[src/rtl/srq_ram.sv]
// ---------------------------------------------------------------------------
// srq_ram
// Generic single-clock RAM: one write port, one read port, registered read.
// ---------------------------------------------------------------------------
`timescale 1ns / 1ps
`default_nettype none

module srq_ram #(
	parameter int WIDTH = 8,
	parameter int DEPTH = 64
) (
	input  wire                       clk,
	input  wire                       wr_en,
	input  wire [$clog2(DEPTH)-1:0]   wr_addr,
	input  wire [WIDTH-1:0]           wr_data,
	input  wire                       rd_en,
	input  wire [$clog2(DEPTH)-1:0]   rd_addr,
	output logic [WIDTH-1:0]          rd_data
);

	logic [WIDTH-1:0] mem [DEPTH];

	always_ff @(posedge clk) begin
		if (wr_en) begin
			mem[wr_addr] <= wr_data;
		end
		if (rd_en) begin
			rd_data <= mem[rd_addr];
		end
	end

endmodule

`default_nettype wire

[config.mk]
export PLATFORM = sky130hd
export DESIGN_NAME = srq_ram
export DESIGN_NICKNAME = d
export VERILOG_FILES = /design/src/rtl/srq_ram.sv
export SDC_FILE = /design/constraint.sdc
export NUM_CORES = 1
export LEC_CHECK = 0
export BUFFER_PORTS_ARGS = -buffer_cell sky130_fd_sc_hd__clkbuf_2
export CORE_ASPECT_RATIO = 0.7
export CORE_MARGIN = 2
export CORE_UTILIZATION = 62
export CTS_CLUSTER_SIZE = 10
export DETAILED_ROUTE_END_ITERATION = 16
export HOLD_SLACK_MARGIN = 0.03
export PLACE_DENSITY_LB_ADDON = 0.2
export SYNTH_ARGS = -nofsm -noshare
export SYNTH_HDL_FRONTEND = slang
export SYNTH_SLANG_ARGS = --single-unit
[constraint.sdc]
create_clock -name clk -period 2.72 [get_ports clk]
set_input_delay 0.544 -clock clk [delete_from_list [all_inputs] [get_ports clk]]
set_output_delay 0.544 -clock clk [all_outputs]
set_load 0.05 [all_outputs]
==> impl_metrics.json, run 1 <==
{
  "outcome": "complete, no violations",
  "cp_common_cell": "mux4_2",
  "die-area_um2": 34140,
  "syn-num-nets": 963,
  "seq_area_frac_synth_pct": 77.12,
  "mappedNetlistArea_um2": 20250,
  "vias": 10300,
  "final_common_cell": "edfxtp_1",
  "grt_max_degree": 65,
  "crit_fanout": 44,
  "die_x_um": 220.0,
  "criticalPathCategory": "in -> reg",
  "ys_warn_count": 0,
  "core_area_um2": 32210,
  "initial_core_util_pct": 62.87,
  "hold-path-cell-count": 1,
  "finalCritPeriodShare_pct": 81.79,
  "synthFlopType": "edfxtp_1",
  "cts_resized": 0,
  "finalWorstSetupSlack_ps": 495.2,
  "drtIter0Drc": 1378,
  "async_reset_ff_share_pct": 0,
  "p_total_mw": 16.54,
  "cpPeakStageDelay_ps": 500,
  "diodes": 0,
  "ir_worst_vdd_mv": 0.5846,
  "dp_hpwl_um": 27890,
  "first_pass_iters": 7,
  "synth-seq-cells": 520,
  "hold_viol": 0,
  "cpMaxStageDelayCell": "mux4_2",
  "postCtsHoldBufs": 0,
  "port_buffers": 30,
  "cts_setup_buffers": 0,
  "nets": 1123,
  "max_freq_ghz": 0.4495,
  "tightest_slew_ps": 1221,
  "routabilityCongestion": 0.8251,
  "rsz0062_at_grt": "no",
  "place_ws_ps": -60.53,
  "clockBufferDepth": 3,
  "cts_root_buf": "clkbuf_16",
  "worstPathCellList": "buf_4, buf_12, mux4_2, mux4_2, nor2_1, nor3_1, o2bb2ai_1",
  "final_cell_mix": "edfxtp_1, mux4_2, buf_4",
  "drv_slew": 0,
  "rows": 55,
  "die_h_um": 155.2,
  "stdcell_area_um2": 23230,
  "cts_buffers": 58,
  "cts.sinks": 520,
  "htree_levels": 2,
  "cap_violations": 0,
  "reg2reg_depth": 5,
  "start_kind": "input pin",
  "power.leakage_nw": 7.530,
  "place_area_um2": 21690,
  "synth_cell_types": 39,
  "grt.total_usage_pct": 27.95,
  "synth_edf_count": 520,
  "cts_tree": "yes",
  "drive_gt1_share_pct": 32.07,
  "cp.required_ps": 3030,
  "drtAntennaViolNets": 0,
  "netlist_instances": 940,
  "end_kind": "flop",
  "viasPerCell": 6.727,
  "overflow": 0,
  "period_needed_ps": 2225,
  "finalWirelength_um": 45600,
  "grt_pass1_wl_um": 67140,
  "worstSkewPairLatency_ps": 590,
  "antenna_found_initial": 1,
  "final_util_pct": 72.13,
  "num-fill-cells": 1870,
  "fin_worst_skew_ps": 18.36,
  "cellPowerDensity_nw_per_um2": 711.8,
  "drc_errors": 0,
  "avgRoutedWirePerCell_um": 29.78,
  "hold_class": "in -> reg",
  "grt_pass1_vias": 10150,
  "area_delta_synth_final_pct": 14.73,
  "syn_avg_cell_area_um2": 21.54,
  "setup_violations": 0,
  "path_clk_slew_ps": 60,
  "ioPinCount": 31,
  "cp_data_arrival_time_ps": 2540,
  "max_slew_margin_pct": 18.63
}
[synth_stat cells (all sizes together) (3+ instances only)]
master / n / area share [%]
a22oi: 3 / 0.11
nor2: 83 / 1.5
mux2: 13 / 0.72
nor2b: 14 / 0.43
mux2i: 23 / 1.1
buf: 34 / 1.2
o21ai: 4 / 0.099
nand2b: 7 / 0.22
o221ai: 8 / 0.35
o22ai: 8 / 0.25
edfxtp: 520 / 77
o2bb2ai: 3 / 0.13
clkbuf: 17 / 0.32
nor3: 7 / 0.17
a221oi: 6 / 0.26
nand3b: 3 / 0.11
mux4: 126 / 14
a21oi: 3 / 0.074
o2111ai: 3 / 0.13
nand2: 19 / 0.35
a211oi: 4 / 0.15
nand3: 13 / 0.32
[stage by stage]
stage	setup TNS, ps	instances	hold WS, ps
floorplan	0	940	642.9
global placement	-35.65	1467	902.5
detailed placement	-102.4	1467	888.8
CTS	0	1531	371.4
global route	0	1531	377.4
finish	0	1531	392.8
[report_power, final]
part / internal (mW) / switching, mW / leakage (nW)
registers: 8.90 / 0.0249 / 4.69
logic: 0.359 / 0.555 / 2.09
clock network: 3.90 / 2.80 / 0.759
[path summary, 6_finish.rpt]
path / slack [ps] / end / start
max reg2reg: 510 / rd_data[1] / mem[47][1]
max: 500 / rd_data[2] / rd_addr[1]
min reg2reg: 910 / rd_data[0] / mem[22][0]
min: 390 / rd_data[5] / rd_en
[final cells by class]
class | count | area [um^2] | area share, %
Timing Repair Buffer | 151 | 1222 | 5.262
Tap cell | 427 | 534.3 | 2.300
Multi-Input combinational cell | 369 | 4315 | 18.58
Clock buffer | 63 | 1534 | 6.603
Clock inverter | 1 | 8.758 | 0.03770
Sequential cell | 520 | 15620 | 67.22
[metal layers]
layer,vias to the layer above,global-route usage (%),share of wire [%]
met2,576,40.33,46
met4,2,8.501,2.5
met3,88,6.491,10
met5,-,0,0.015
li1,4226,-,-
met1,5407,43.61,42
[worst max-delay path: cells and delay by family]
kind / cells / cell delay [ps]
simple gates: 2 / 320
compound gates: 1 / 150
mux: 2 / 890
buf+inv: 2 / 550
[cell families (layout without fill, tap and decap cells)]
group | Yosys count | count (layout) | synth area share [%]
DFF | 520 | 520 | 77.12
buffers and inverters | 51 | 215 | 1.563
AOI/OAI and AO/OA | 54 | 54 | 2.064
and+or+nand+nor | 153 | 153 | 3.374
muxes | 162 | 162 | 15.88
[flip-flops by register name, indices dropped and copies added, names as in the netlist]
| signal | cells |
|---|---|
| rd_data | 8 |
| mem | 512 |
Note: power is estimated with default switching activity, not from simulation.
==> run 2, diff against run 1 <==
Settings changed: CORE_UTILIZATION 62 to 56.
Clock period 2.72 ns to 1.8 ns, I/O delays scaled along.
==> run 2 against run 1 <==
  * The flow now finishes with violations (setup timing)
  * Via count decreased by 1.6%
  * Critical path type is now reg -> reg
  * Die area up 10%
  * Sequential share of layout area decreased by 1.6 points
  * Utilization down 5.6 points
==> impl_metrics.json, run 2 (same netlist as run 1, synthesis figures left out) <==
{
  "antenna_found_initial": 1,
  "cts_buffers": 58,
  "cp_data_arrival_time_ps": 2320,
  "viasPerCell": 6.211,
  "p_int_mw": 19.78,
  "start_kind": "flop",
  "first_pass_iters": 7,
  "finalWirelength_um": 45710,
  "drtAntennaViolNets": 0,
  "placed_cells": 1570,
  "violations": "setup timing",
  "end_kind": "flop",
  "fin_worst_skew_ps": 19.30,
  "drv_slew": 0,
  "final_cell_mix": "edfxtp_1, buf_4, mux4_2",
  "seq_area_um2": 15620,
  "tns_ps": -1030,
  "num-fill-cells": 2291,
  "rows": 58,
  "power_frac_comb_pct": 6.0,
  "cap_violations": 0,
  "drc_errors": 0,
  "max_slew_margin_pct": 48.19,
  "period_needed_ps": 2004,
  "htree_levels": 2,
  "ioPinCount": 31,
  "crit_fanout": 1,
  "drtIter0Drc": 1259,
  "criticalPathCategory": "reg -> reg",
  "cts.sinks": 520,
  "port_buffers": 30,
  "grt_pass1_wl_um": 68020,
  "layout.cells.non_filler": 1632,
  "grt_max_degree": 65,
  "diodes": 0,
  "hold_viol": 0,
  "cellPowerDensity_nw_per_um2": 1047,
  "avgRoutedWirePerCell_um": 28.01,
  "multi_input_area_um2": 4466,
  "ir_worst_vdd_mv": 1.111,
  "hold_class": "in -> reg",
  "finalWorstSetupSlack_ps": -203.9,
  "initial_core_util_pct": 56.59,
  "grt.total_usage_pct": 25.31,
  "cts_root_buf": "clkbuf_16",
  "switching_share_pct": 20.60,
  "biggestRegsByFlops": "mem x512, rd_data x8",
  "die_h_um": 163.1,
  "cts_tree": "yes",
  "worstSkewPairLatency_ps": 580,
  "setup_violations": 8,
  "max_freq_ghz": 0.4990,
  "die_x_um": 231.3,
  "routabilityCongestion": 0.8295,
  "finalCritPeriodShare_pct": 111.3,
  "overflow": 0,
  "final_util_pct": 66.52,
  "tightest_slew_ps": 777.2,
  "cts_setup_buffers": 0,
  "cp.required_ps": 2110,
  "clockBufferDepth": 3,
  "grt_pass1_vias": 10360,
  "clkPwrFrac_pct": 39.9,
  "largest_reg_flops": 512,
  "core_area_um2": 35780,
  "area_delta_synth_final_pct": 17.55,
  "place_ws_ps": -853.0,
  "regMostFlops": "mem",
  "power.leakage_nw": 7.798,
  "vias": 10140,
  "path_clk_slew_ps": 60,
  "power.share.sequential_pct": 54.1,
  "drive_gt1_share_pct": 36.81,
  "die-area_um2": 37720,
  "dp_hpwl_um": 28820,
  "outcome": "complete, but fails checks",
  "power.switching_mw": 5.132,
  "nets": 1171,
  "final_common_cell": "edfxtp_1",
  "rsz0062_at_grt": "yes"
}
-- run 2: final cells by class --
| cell class | instances | share of cell area, % |
|---|---|---|
| multi-input combinational | 369 | 18.76 |
| timing repair buffer | 199 | 6.782 |
| clock inverter | 3 | 0.08937 |
| sequential | 520 | 65.61 |
| tap | 480 | 2.523 |
| clock buffer | 61 | 6.235 |
-- run 2: metrics by stage --
stage / hold slack, ps / power, mW / instance area (um^2)
floorplan: 458.9 / 14.49 / 20310
global placement: 800.5 / 15.15 / 22170
detailed placement: 801.1 / 15.18 / 22170
CTS: 196.4 / 25.06 / 23780
global route: 204.3 / 25.65 / 23800
finish: 213.8 / 24.92 / 23800
-- run 2: path summary, 6_finish.rpt --
check | startpoint | to | slack, ps | cells after the start
setup / recovery | mem[2][2] | rd_data[2] | -200 | 5
hold reg to reg | mem[23][0] | rd_data[0] | 870 | 4
setup reg to reg | mem[2][2] | rd_data[2] | -200 | 5
hold / removal | rd_en | rd_data[3] | 210 | 1
-- run 2: repair_timing --
action | 4_1_cts | 5_1_grt
resized for setup | 24 | 4
setup endpoints to repair | 8 | 8
pin swaps | 3 | 0
hold buffers | 0 | 0
hold endpoints to repair | 0 | 0
-- run 2: metal layers --
layer	GRT usage (%)	share of wire, %	wire, um
met1	39.44	44	20120
met2	36.28	44	20020
met3	5.464	9.2	4207
met4	7.713	2.8	1279
met5	1.302	0.17	79
-- run 2: power by group through the flow --
stage          Sequential [mW]  Clock (mW)  Combinational (mW)
2_1_floorplan             13.8           0               0.727
3_3_place_gp              13.7           0                1.43
3_5_place_dp              13.7           0                1.46
4_1_cts                   13.5        10.1                1.49
5_1_grt                   13.5        10.6                1.59
6_report                  13.5        9.94                1.50
-- run 2: critical path: stages, from the launching register on --
cell	delay, ps
edfxtp_1	380
mux4_2	500
mux4_2	540
nor2_1	120
nor3_1	50
o2bb2ai_1	150
